===== config.mk =====
export PLATFORM = sky130hd
export DESIGN_NAME = gae_advantage_recurrence
export DESIGN_NICKNAME = d
export VERILOG_FILES = /design/src/rtl/core/gae_pkg.sv /design/src/rtl/core/gae_mul.sv /design/src/rtl/core/gae_advantage_recurrence.sv
export VERILOG_INCLUDE_DIRS = /design/src /design/src/rtl/core
export SDC_FILE = /design/constraint.sdc
export NUM_CORES = 2
export LEC_CHECK = 0
export BUFFER_PORTS_ARGS = -buffer_cell sky130_fd_sc_hd__buf_2
export CAP_MARGIN = 20
export CORE_UTILIZATION = 30
export DETAILED_ROUTE_END_ITERATION = 8
export PLACE_DENSITY = 0.52
export SYNTH_ARGS = -nofsm -noshare
export SYNTH_HDL_FRONTEND = slang
export SYNTH_HIERARCHICAL = 1
export SYNTH_SLANG_ARGS = --single-unit

===== constraint.sdc =====
create_clock -name i_clk -period 8.6 [get_ports i_clk]
set_clock_uncertainty 0.1 [all_clocks]
set_input_delay 1.29 -clock i_clk [delete_from_list [all_inputs] [get_ports i_clk]]
set_output_delay 1.29 -clock i_clk [all_outputs]
set_load 0.01 [all_outputs]

===== src/rtl/core/gae_advantage_recurrence_macros.svh =====
// Assertion macros for the advantage recurrence block.
// GAE_ASSERT_NOW: the consequent holds in the same cycle as the antecedent.
// GAE_ASSERT_NEXT: the consequent holds in the cycle after the antecedent.
`ifndef GAE_ADVANTAGE_RECURRENCE_MACROS_SVH
`define GAE_ADVANTAGE_RECURRENCE_MACROS_SVH

`ifndef NO_ASSERTIONS

`define GAE_ASSERT_NOW(label, clk, rst_n, ante, cons) \
    label: assert property (@(posedge clk) disable iff (!rst_n) (ante) |-> (cons)) \
        else $error("gae: same-cycle check failed");

`define GAE_ASSERT_NEXT(label, clk, rst_n, ante, cons) \
    label: assert property (@(posedge clk) disable iff (!rst_n) (ante) |=> (cons)) \
        else $error("gae: next-cycle check failed");

`else

`define GAE_ASSERT_NOW(label, clk, rst_n, ante, cons)
`define GAE_ASSERT_NEXT(label, clk, rst_n, ante, cons)

`endif

`endif


===== src/rtl/core/gae_pkg.sv =====
`default_nettype none

package gae_pkg;

    localparam int NUM_ENVS  = 16;
    localparam int SLOT_W    = (NUM_ENVS > 1) ? $clog2(NUM_ENVS) : 1;
    localparam int DATA_W    = 32;
    localparam int WGT_W     = 17;
    localparam int ENV_W     = 4;
    localparam int OPB_W     = DATA_W + 1;
    localparam int PROD_W    = WGT_W + 1 + OPB_W;
    localparam int RND_W     = PROD_W - 16;
    localparam int SUM_W     = RND_W + 1;
    localparam int CFG_IDX_W = 2;

    localparam logic [WGT_W-1:0] Q_ONE        = 17'd65536;
    localparam logic [WGT_W-1:0] DISCOUNT_RST = 17'd64880;
    localparam logic [WGT_W-1:0] TRACE_RST    = 17'd62259;

    localparam logic signed [PROD_W-1:0] HALF_LSB = PROD_W'(32768);
    localparam logic signed [SUM_W-1:0]  SAT_MAX  = SUM_W'(64'sh7FFF_FFFF);
    localparam logic signed [SUM_W-1:0]  SAT_MIN  = -SUM_W'(64'sh8000_0000);

    typedef enum logic [CFG_IDX_W-1:0] {
        CFG_DISCOUNT    = 2'd0,
        CFG_TRACE_DECAY = 2'd1
    } t_cfg_idx;

    typedef enum logic [3:0] {
        S_IDLE,
        S_GB,
        S_GL,
        S_T1,
        S_GLC,
        S_HOLD,
        S_T2,
        S_ADV,
        S_FIN
    } t_state;

    // Operands for the shared multiplier: unsigned weight times signed word.
    typedef struct packed {
        logic        [WGT_W-1:0] a;
        logic signed [OPB_W-1:0] b;
    } t_mul_op;

    function automatic logic [WGT_W-1:0] wclamp(input logic [WGT_W-1:0] w);
        return (w > Q_ONE) ? Q_ONE : w;
    endfunction

    // Round a Q.16 product to nearest, ties toward plus infinity.
    function automatic logic signed [RND_W-1:0] round_q16(input logic signed [PROD_W-1:0] p);
        logic signed [PROD_W-1:0] b;
        b = p + HALF_LSB;
        return b[PROD_W-1:16];
    endfunction

    function automatic logic signed [DATA_W-1:0] sat32(input logic signed [SUM_W-1:0] x);
        logic signed [SUM_W-1:0] c;
        c = (x > SAT_MAX) ? SAT_MAX : ((x < SAT_MIN) ? SAT_MIN : x);
        return c[DATA_W-1:0];
    endfunction

endpackage

`default_nettype wire


===== src/rtl/core/gae_mul.sv =====
`default_nettype none

// Shared multiplier: register the product, round it on the way out.
module gae_mul import gae_pkg::*; (
    input  logic                     i_clk,
    input  t_mul_op                  i_op,
    output logic signed [RND_W-1:0]  o_rnd
);

    logic signed [PROD_W-1:0] r_prod;

    always_ff @(posedge i_clk) begin
        r_prod <= $signed({1'b0, i_op.a}) * i_op.b;
    end

    assign o_rnd = round_q16(r_prod);

endmodule

`default_nettype wire


===== src/rtl/core/gae_advantage_recurrence.sv =====
`default_nettype none
//  channel  direction  handshake                    payload
//  in       to block   i_in_valid / o_in_stall      reward, value, next_value, bootstrap,
//                                                   continuation, env_index, first_sample
//  out      from block o_out_valid / i_out_stall    advantage, return_value, env_echo
//  cfg      to block   i_cfg_we                     i_cfg_idx, i_cfg_data
//
//  Each item runs from the accept cycle through eight sequencer steps that
//  share one 18x33 multiplier for five dependent products.
//  The last step waits while the output register still holds an untaken item.
//  Reset (synchronous, active low) restores the register defaults and clears
//  the per-environment valid bits, so every accumulator reads as zero.
//  o_in_stall is high whenever the sequencer is busy.
`include "gae_advantage_recurrence_macros.svh"

module gae_advantage_recurrence import gae_pkg::*; (
    input  logic                     i_clk,
    input  logic                     i_rst_n,
    // input channel
    input  logic                     i_in_valid,
    output logic                     o_in_stall,
    input  logic signed [DATA_W-1:0] i_reward,
    input  logic signed [DATA_W-1:0] i_value,
    input  logic signed [DATA_W-1:0] i_next_value,
    input  logic        [WGT_W-1:0]  i_bootstrap,
    input  logic        [WGT_W-1:0]  i_continuation,
    input  logic        [ENV_W-1:0]  i_env_index,
    input  logic                     i_first_sample,
    // output channel
    output logic                     o_out_valid,
    input  logic                     i_out_stall,
    output logic signed [DATA_W-1:0] o_advantage,
    output logic signed [DATA_W-1:0] o_return_value,
    output logic        [ENV_W-1:0]  o_env_echo,
    // configuration
    input  logic                     i_cfg_we,
    input  logic [CFG_IDX_W-1:0]     i_cfg_idx,
    input  logic [WGT_W-1:0]         i_cfg_data
);

    // Configuration registers, stored raw and clamped where they are used.
    logic [WGT_W-1:0] r_discount;
    logic [WGT_W-1:0] r_trace;

    always_ff @(posedge i_clk) begin
        if (!i_rst_n) begin
            r_discount <= DISCOUNT_RST;
            r_trace    <= TRACE_RST;
        end else if (i_cfg_we) begin
            case (i_cfg_idx)
                CFG_DISCOUNT:    r_discount <= i_cfg_data;
                CFG_TRACE_DECAY: r_trace    <= i_cfg_data;
                default:         ;
            endcase
        end
    end

    logic [WGT_W-1:0] g_w;
    logic [WGT_W-1:0] l_w;
    assign g_w = wclamp(r_discount);
    assign l_w = wclamp(r_trace);

    // Sequencer
    t_state r_state, n_state;
    logic   in_acc;
    logic   fin_load;
    logic   acc_we;
    t_mul_op mul_op;
    logic signed [RND_W-1:0] rnd;

    // Latched item
    logic signed [DATA_W-1:0] r_value;
    logic signed [DATA_W-1:0] r_next_value;
    logic signed [DATA_W:0]   r_diff;       // reward - value
    logic        [WGT_W-1:0]  r_boot;
    logic        [WGT_W-1:0]  r_cont;
    logic        [ENV_W-1:0]  r_env;
    logic                     r_first;
    logic        [SLOT_W-1:0] r_slot;

    // Intermediates
    logic        [WGT_W-1:0]  r_gb;
    logic        [WGT_W-1:0]  r_gl;
    logic        [WGT_W-1:0]  r_glc;
    logic signed [RND_W-1:0]  r_delta;
    logic signed [DATA_W-1:0] r_adv;
    logic signed [DATA_W-1:0] n_adv;
    logic signed [DATA_W-1:0] acc_op;

    // Accumulator store with one valid bit per environment.
    logic signed [DATA_W-1:0] r_acc_mem [NUM_ENVS];
    logic [NUM_ENVS-1:0]      r_acc_vld;
    logic signed [DATA_W-1:0] r_acc_rd;
    logic                     r_acc_hit;
    logic [SLOT_W-1:0]        slot_in;

    // Output register
    logic                     r_out_valid;
    logic signed [DATA_W-1:0] r_adv_out;
    logic signed [DATA_W-1:0] r_ret_out;
    logic        [ENV_W-1:0]  r_env_out;

    assign slot_in = i_env_index[SLOT_W-1:0];
    assign in_acc  = i_in_valid && !o_in_stall;

    always_ff @(posedge i_clk) begin
        if (!i_rst_n) begin
            r_state <= S_IDLE;
        end else begin
            r_state <= n_state;
        end
    end

    // Next state: a fixed walk through the products, then deliver.
    always_comb begin
        n_state = r_state;
        case (r_state)
            S_IDLE: if (i_in_valid) n_state = S_GB;
            S_GB:   n_state = S_GL;
            S_GL:   n_state = S_T1;
            S_T1:   n_state = S_GLC;
            S_GLC:  n_state = S_HOLD;
            S_HOLD: n_state = S_T2;
            S_T2:   n_state = S_ADV;
            S_ADV:  n_state = S_FIN;
            S_FIN:  if (!r_out_valid || !i_out_stall) n_state = S_IDLE;
            default: n_state = S_IDLE;
        endcase
    end

    assign acc_op = (r_first || !r_acc_hit) ? '0 : r_acc_rd;

    // Outputs of the sequencer: multiplier operands and strobes.
    always_comb begin
        o_in_stall = 1'b1;
        fin_load   = 1'b0;
        acc_we     = 1'b0;
        mul_op.a   = '0;
        mul_op.b   = '0;
        case (r_state)
            S_IDLE: o_in_stall = 1'b0;
            S_GB: begin
                mul_op.a = g_w;
                mul_op.b = {{(OPB_W-WGT_W){1'b0}}, r_boot};
            end
            S_GL: begin
                mul_op.a = g_w;
                mul_op.b = {{(OPB_W-WGT_W){1'b0}}, l_w};
            end
            S_T1: begin
                mul_op.a = r_gb;
                mul_op.b = OPB_W'(r_next_value);
            end
            S_GLC: begin
                mul_op.a = r_gl;
                mul_op.b = {{(OPB_W-WGT_W){1'b0}}, r_cont};
            end
            S_T2: begin
                mul_op.a = r_glc;
                mul_op.b = OPB_W'(acc_op);
            end
            S_ADV:  acc_we   = 1'b1;
            S_FIN:  fin_load = !r_out_valid || !i_out_stall;
            default: ;
        endcase
    end

    gae_mul u_mul (
        .i_clk (i_clk),
        .i_op  (mul_op),
        .o_rnd (rnd)
    );

    assign n_adv = sat32(SUM_W'(r_delta) + SUM_W'(rnd));

    // Datapath: capture the item, then take each rounded product as it lands.
    always_ff @(posedge i_clk) begin
        if (in_acc) begin
            r_value      <= i_value;
            r_next_value <= i_next_value;
            r_diff       <= (DATA_W+1)'(i_reward) - (DATA_W+1)'(i_value);
            r_boot       <= wclamp(i_bootstrap);
            r_cont       <= wclamp(i_continuation);
            r_env        <= i_env_index;
            r_first      <= i_first_sample;
            r_slot       <= slot_in;
        end
        case (r_state)
            S_GL:   r_gb    <= rnd[WGT_W-1:0];
            S_T1:   r_gl    <= rnd[WGT_W-1:0];
            S_GLC:  r_delta <= RND_W'(r_diff) + rnd;
            S_HOLD: r_glc   <= rnd[WGT_W-1:0];
            S_ADV:  r_adv   <= n_adv;
            default: ;
        endcase
    end

    // Store: read on accept, write back the new advantage.
    always_ff @(posedge i_clk) begin
        if (acc_we) begin
            r_acc_mem[r_slot] <= n_adv;
        end
        if (in_acc) begin
            r_acc_rd <= r_acc_mem[slot_in];
        end
    end

    always_ff @(posedge i_clk) begin
        if (!i_rst_n) begin
            r_acc_vld <= '0;
            r_acc_hit <= 1'b0;
        end else begin
            if (acc_we) begin
                r_acc_vld[r_slot] <= 1'b1;
            end
            if (in_acc) begin
                r_acc_hit <= r_acc_vld[slot_in];
            end
        end
    end

    // Output register: load on the last step, drop once taken.
    always_ff @(posedge i_clk) begin
        if (!i_rst_n) begin
            r_out_valid <= 1'b0;
        end else if (fin_load) begin
            r_out_valid <= 1'b1;
        end else if (!i_out_stall) begin
            r_out_valid <= 1'b0;
        end
    end

    always_ff @(posedge i_clk) begin
        if (fin_load) begin
            r_adv_out <= r_adv;
            r_ret_out <= sat32(SUM_W'(r_adv) + SUM_W'(r_value));
            r_env_out <= r_env;
        end
    end

    assign o_out_valid    = r_out_valid;
    assign o_advantage    = r_adv_out;
    assign o_return_value = r_ret_out;
    assign o_env_echo     = r_env_out;

    `GAE_ASSERT_NEXT(a_accept_starts, i_clk, i_rst_n, in_acc, r_state == S_GB)
    `GAE_ASSERT_NEXT(a_fin_delivers, i_clk, i_rst_n, fin_load, r_out_valid && (r_env_out == $past(r_env)))
    `GAE_ASSERT_NEXT(a_adv_written, i_clk, i_rst_n, acc_we, r_acc_vld[r_slot] && (r_acc_mem[r_slot] == r_adv))
    `GAE_ASSERT_NOW(a_weights_clamped, i_clk, i_rst_n, r_state != S_IDLE, (r_boot <= Q_ONE) && (r_cont <= Q_ONE))

endmodule

`default_nettype wire


Word-level counts from Yosys, hierarchy flattened. Memory sizes are Yosys's and may differ from the RTL's. A register that Yosys moved wholly into a read port is not among the register bits. Index checks and enable logic that the tools add are counted.

Register bits after elaboration: 429. Memory bits (writable): 512. Input bits: 159. Output and inout port bits: 70. Logic and storage cells: 86. Memories kept: 1.

Memory list: r_acc_mem (depth 16, bits a word 32, read ports 1, clocked after Yosys merged registers in 1, wr ports 1, line gae_advantage_recurrence.sv:91) `logic signed [DATA_W-1:0] r_acc_mem [NUM_ENVS];`.

$add $sub $neg: 5. Multiply operators: 1. Order comparisons: 11. Equality and inequality tests: 12. Multiplexer cells: 21. Bitwise gates (word level): 1. Reductions and logical operators: 12.

Operator list (count): 50-bit case mux with 5 select lines (1); 32-bit 2-to-1 mux (4); 17-bit greater-than comparator, second input constant (4); 51-bit by 17-bit adder with 51-bit output, second input constant (1); 18-bit by 33-bit multiplier with 51-bit output (1); 35-bit by 35-bit adder with 36-bit output (1); 36-bit by 32-bit greater-than comparator with 1-bit output, second input constant (1); 36-bit by 32-bit less-than comparator with 1-bit output, second input constant (1); 4-bit case mux with 9 select lines (1); 33-bit by 35-bit adder with 35-bit output (1); 17-bit 2-to-1 mux (2); 32-bit by 32-bit adder with 33-bit output (1); 33-bit by 32-bit greater-than comparator with 1-bit output, second input constant (1); 33-bit by 32-bit less-than comparator with 1-bit output, second input constant (1); 32-bit by 32-bit subtractor with 33-bit output (1); 4-bit by 3-bit == test with 1-bit output, second input constant (4); 16-bit OR (1); 4-bit by 5-bit less-than comparator with 1-bit output, second input constant (2); 1-bit 2-to-1 mux (9); 4-bit by 2-bit == test with 1-bit output, second input constant (2); 4-bit 2-to-1 mux (2); 2-bit AND reduction (3); 1-bit binary-select mux with 4-bit select (1); 1-bit demux with 4-bit select (1); other kinds (11) (16).

Logic depth before layout (Yosys ltp).
Word-level depth: 5. Mapped depth: 32. Depth with buffers taken out: 28.

Modules after synthesis. The synthesis kept the hierarchy.

Modules (own cells, without submodules): gae_advantage_recurrence (instances 1, cells an instance 2521, area an instance 40203.6 um^2, sequential area each 27126.0 um^2); gae_mul (instances 1, cells an instance 2224, area an instance 20148.1 um^2, sequential area each 720.7 um^2).

Worst setup path before layout. OpenSTA, ideal clock, no wires.

Path type: register -> register. Start: register r_state[2]. End: register u_mul.r_prod[50]. Library setup time: 0.121 ns. Data arrival time: 8.023 ns. Required time: 8.379 ns. Slack: 0.357 ns. Stages on the path, launching flop included: 30. Buffers on the path: 3. Clock period less this slack: 8.243 ns. Cells stage by stage: dfxtp_1 > clkbuf_1 > nand2b_1 > nor3_1 > clkbuf_1 > a222oi_1 > nand3_1 > clkbuf_1 > nand2_1 > fa_1 > inv_1 > fa_1 > inv_1 > fa_1 > inv_1 > fa_1 > fa_1 > inv_1 > fa_1 > inv_1 > ha_1 > a21oi_1 > o21bai_4 > a21oi_2 > o21ai_2 > o21ai_2 > a21oi_1 > or2_1 > o41a_1 > xnor2_1.

RTL lines: start, declared (line gae_advantage_recurrence.sv:64) `t_state r_state, n_state;`; start signal, assigned (line gae_advantage_recurrence.sv:110) `r_state <= n_state;`; end signal, assigned (line gae_mul.sv:13) `r_prod <= $signed({1'b0, i_op.a}) * i_op.b;`; end, declared (line gae_mul.sv:10) `logic signed [PROD_W-1:0] r_prod;`.

==> reports/metrics.yaml <==
status: "finished, final reports clean"
leakage_nw: 28.1
wl_met1_um: 73700
synthTopCellsByCount: "edfxtp_1 (866), inv_1 (680), fa_1 (538)"
final_net_count: 6041
totalWireLength_um: 166000
synth_cells: 4745
area_growth_pct: 15.0
r2r_start: "r_discount[11]"
critPathKind: "reg -> reg"
wl_met3_um: 7630
dr_total_vias: 37672
clock.fmax_mhz: 124
max_slew_margin_pct: 32.4
holdCritPathClass: "reg -> reg"
grt.overflow.total: 0
die_h_um: 451
dr_wl_met2_um: 81500
hold_viol_final: 0
coreArea_mm2: 0.200
ys.flop_type: "edfxtp_1"
fp.dieW_um: 451
grt_pass1_wl_um: 254000
pin_count: 229
fin_area_mm2: 0.0694
r2r_setup_slack_ns: 0.55
ir_drop_v: 0.000168
grt_pass1_vias: 39788
worstMarginPinSlew_ns: 1.01
start_kind: "flop"
synth-async-reset-ratio_pct: 0
rsz0062_at_grt: "false"
worstSetupEndpointType: "flop"
grtUsageTotal_pct: 16.5
ys_top_cells_by_area: "edfxtp_1 (43%), fa_1 (18%), mux4_2 (6.2%)"
slew_viol_final: 0
num-fill-cells: 19649
drc: 0
cts-root-buf: "clkbuf_16"
start_util_pct: 30.2
yosysMostFrequentCell: "edfxtp_1"
cts_tree: "done"
portBuffers: 228
yosysTopAreaCell: "edfxtp_1"
yosysWarnings: 6
crit_path_end: "u_mul/r_prod[50]"
syn_area_mm2: 0.0604
fin_util_pct: 34.7
die-area_mm2: 0.203
holdBufCountCts: 0
detail_route.wl_per_cell_um: 21.2
clk_pin_slew_ns: 0.06
hold_depth: 1
finalCritPeriodShare_pct: 93.6
drive_gt1_share_pct: 15.9
htreeDepth: 3
ant_nets: 0
worst_slack_ns: 0.551
cap_violations: 0
ys_types: 95
arrival_ns: 8.52
tns_ns: 0
r2r-end: "u_mul/r_prod[50]"
cts_repair_resize_count: 0
placedInstanceArea_mm2: 0.0661
drtIter0Drc: 2787
via_per_inst: 4.81
syn_avg_cell_area_um2: 12.7
reg2regPathDepth: 26
top_layer_used: "met4"
rows: 164
multi_input_area_mm2: 0.0295
dr.pass1.iters: 7
crit_path_max_fanout: 20
numClockSinks: 958
cts_buffer_depth: 3
cts_setup_buffers: 0
yosysTopAreaCellShare_pct: 43.1
cts_buffers: 94
finalSetupViolations: 0
gp_congestion: 0.858
worstPathRequired_ns: 9.07
hold-worst-slack_ns: 0.364
post-route-min-period_ns: 8.05
pre_cts_ws_ns: 0.592
grt_max_degree: 105
dp_hpwl_um: 120000
synth_fp_nets: 5693
power_density_mw_per_mm2: 194
register_area_mm2: 0.0278
startpoint: "r_discount[11]"
antenna_found_initial: 15
synth_edf_count: 866
insertion_delay_ns: 0.71
synth-seq-area-share_pct: 46.1
yosys_register_bits: 958
layout by cell type (no fill, tap or decap), types with 17 or more instances in the layout:
cell type	n
and3_1	28
o21bai_1	27
nor3_1	26
xor2_1	71
clkbuf_1	17
o21ai_1	42
buf_4	182
o21a_1	35
nor4_1	18
ha_1	251
a21o_1	75
and2_1	235
a21boi_0	22
fa_1	538
o21ai_2	19
edfxtp_1	866
nand2b_1	25
buf_2	226
xnor2_1	121
nand2_1	503
clkinv_2	18
clkbuf_16	94
a21oi_1	157
nor2b_1	48
mux4_2	165
nand3_1	73
inv_1	680
dfxtp_1	92
nand4_1	22
a222oi_1	33
o21ai_0	65
nor2_1	92
buf_12	18
o211ai_1	18
through the flow:
step	instances	power, W
2_1_floorplan	4745	0.00786
3_3_place_gp	7653	0.00924
3_5_place_dp	7653	0.00926
4_1_cts	7829	0.0136
5_1_grt	7835	0.0141
6_report	7835	0.0135
routing by layer:
metal	track usage [%]	up-vias
met5	0	-
met3	2.02	168
met2	28.0	914
li1	-	17100
met1	22.5	19490
met4	3.91	0
power by group:
| part | switching, W | total [W] | leakage [nW] | internal, W |
|---|---|---|---|---|
| registers | 0.000101 | 0.00572 | 8.59 | 0.00562 |
| clock network | 0.00186 | 0.00429 | 1.56 | 0.00243 |
| logic | 0.00219 | 0.00344 | 17.9 | 0.00126 |
final cells by class:
type                    instances  share of cell area, %
repair buffers                427                   4.14
clock inverters                59                   1.05
well taps                    2656                   4.79
diodes                          6                 0.0216
clock buffers                 117                   3.60
flip-flops and latches        958                   40.1
multi-input cells            2932                   42.6
inverters                     680                   3.68
logic make-up after synthesis:
family / Yosys count / synth area share [%]
flip-flops: 958 / 46.1
buffers and inverters: 855 / 5.35
multiplexers: 170 / 6.24
AND/OR/NAND/NOR: 1149 / 9.32
AO/OA/AOI/OAI: 630 / 7.08
XOR/XNOR: 192 / 2.79
adder cells (fa/ha/maj): 791 / 23.1
registers in the layout (all words and copies together), names as in the netlist, 16 cells and up:
signal          flops
o_advantage        32
o_return_value     32
r_acc_mem         512
r_acc_rd           32
r_acc_vld          16
r_adv              32
r_boot             17
r_cont             17
r_delta            35
r_diff             33
r_discount         17
r_gb               17
r_gl               17
r_glc              17
r_next_value       32
r_trace            17
r_value            32
u_mul/r_prod       36
critical path, stage by stage (launching register included):
cell	delay, ns
dfxtp_1	0.31
nor4_1	0.43
nand4_1	0.21
a2111o_1	0.78
o21ai_2	0.25
buf_4	0.31
buf_4	0.27
nand2_1	0.09
fa_1	0.51
inv_1	0.06
fa_1	0.58
fa_1	0.45
fa_1	0.50
fa_1	0.51
inv_1	0.05
fa_1	0.48
inv_1	0.04
ha_1	0.31
a21oi_2	0.13
o21bai_1	0.07
a21o_1	0.19
a21o_1	0.20
a21oi_2	0.20
a21oi_1	0.13
or2_1	0.25
o41a_1	0.33
xnor2_1	0.13
how the worst min path moves through the flow:
stage | slack, ns | endpoint | start
finish | 0.36 | r_acc_vld[1] | r_acc_vld[1]
global route | 0.37 | o_advantage[22] | r_adv[22]
CTS | 0.37 | r_acc_vld[1] | r_acc_vld[1]
detailed placement | 0.35 | r_acc_vld[1] | r_acc_vld[1]
global placement | 0.34 | r_acc_vld[4] | r_acc_vld[4]
floorplan | 0.33 | o_advantage[0] | r_adv[0]
Power figures use the tool's default switching activity.
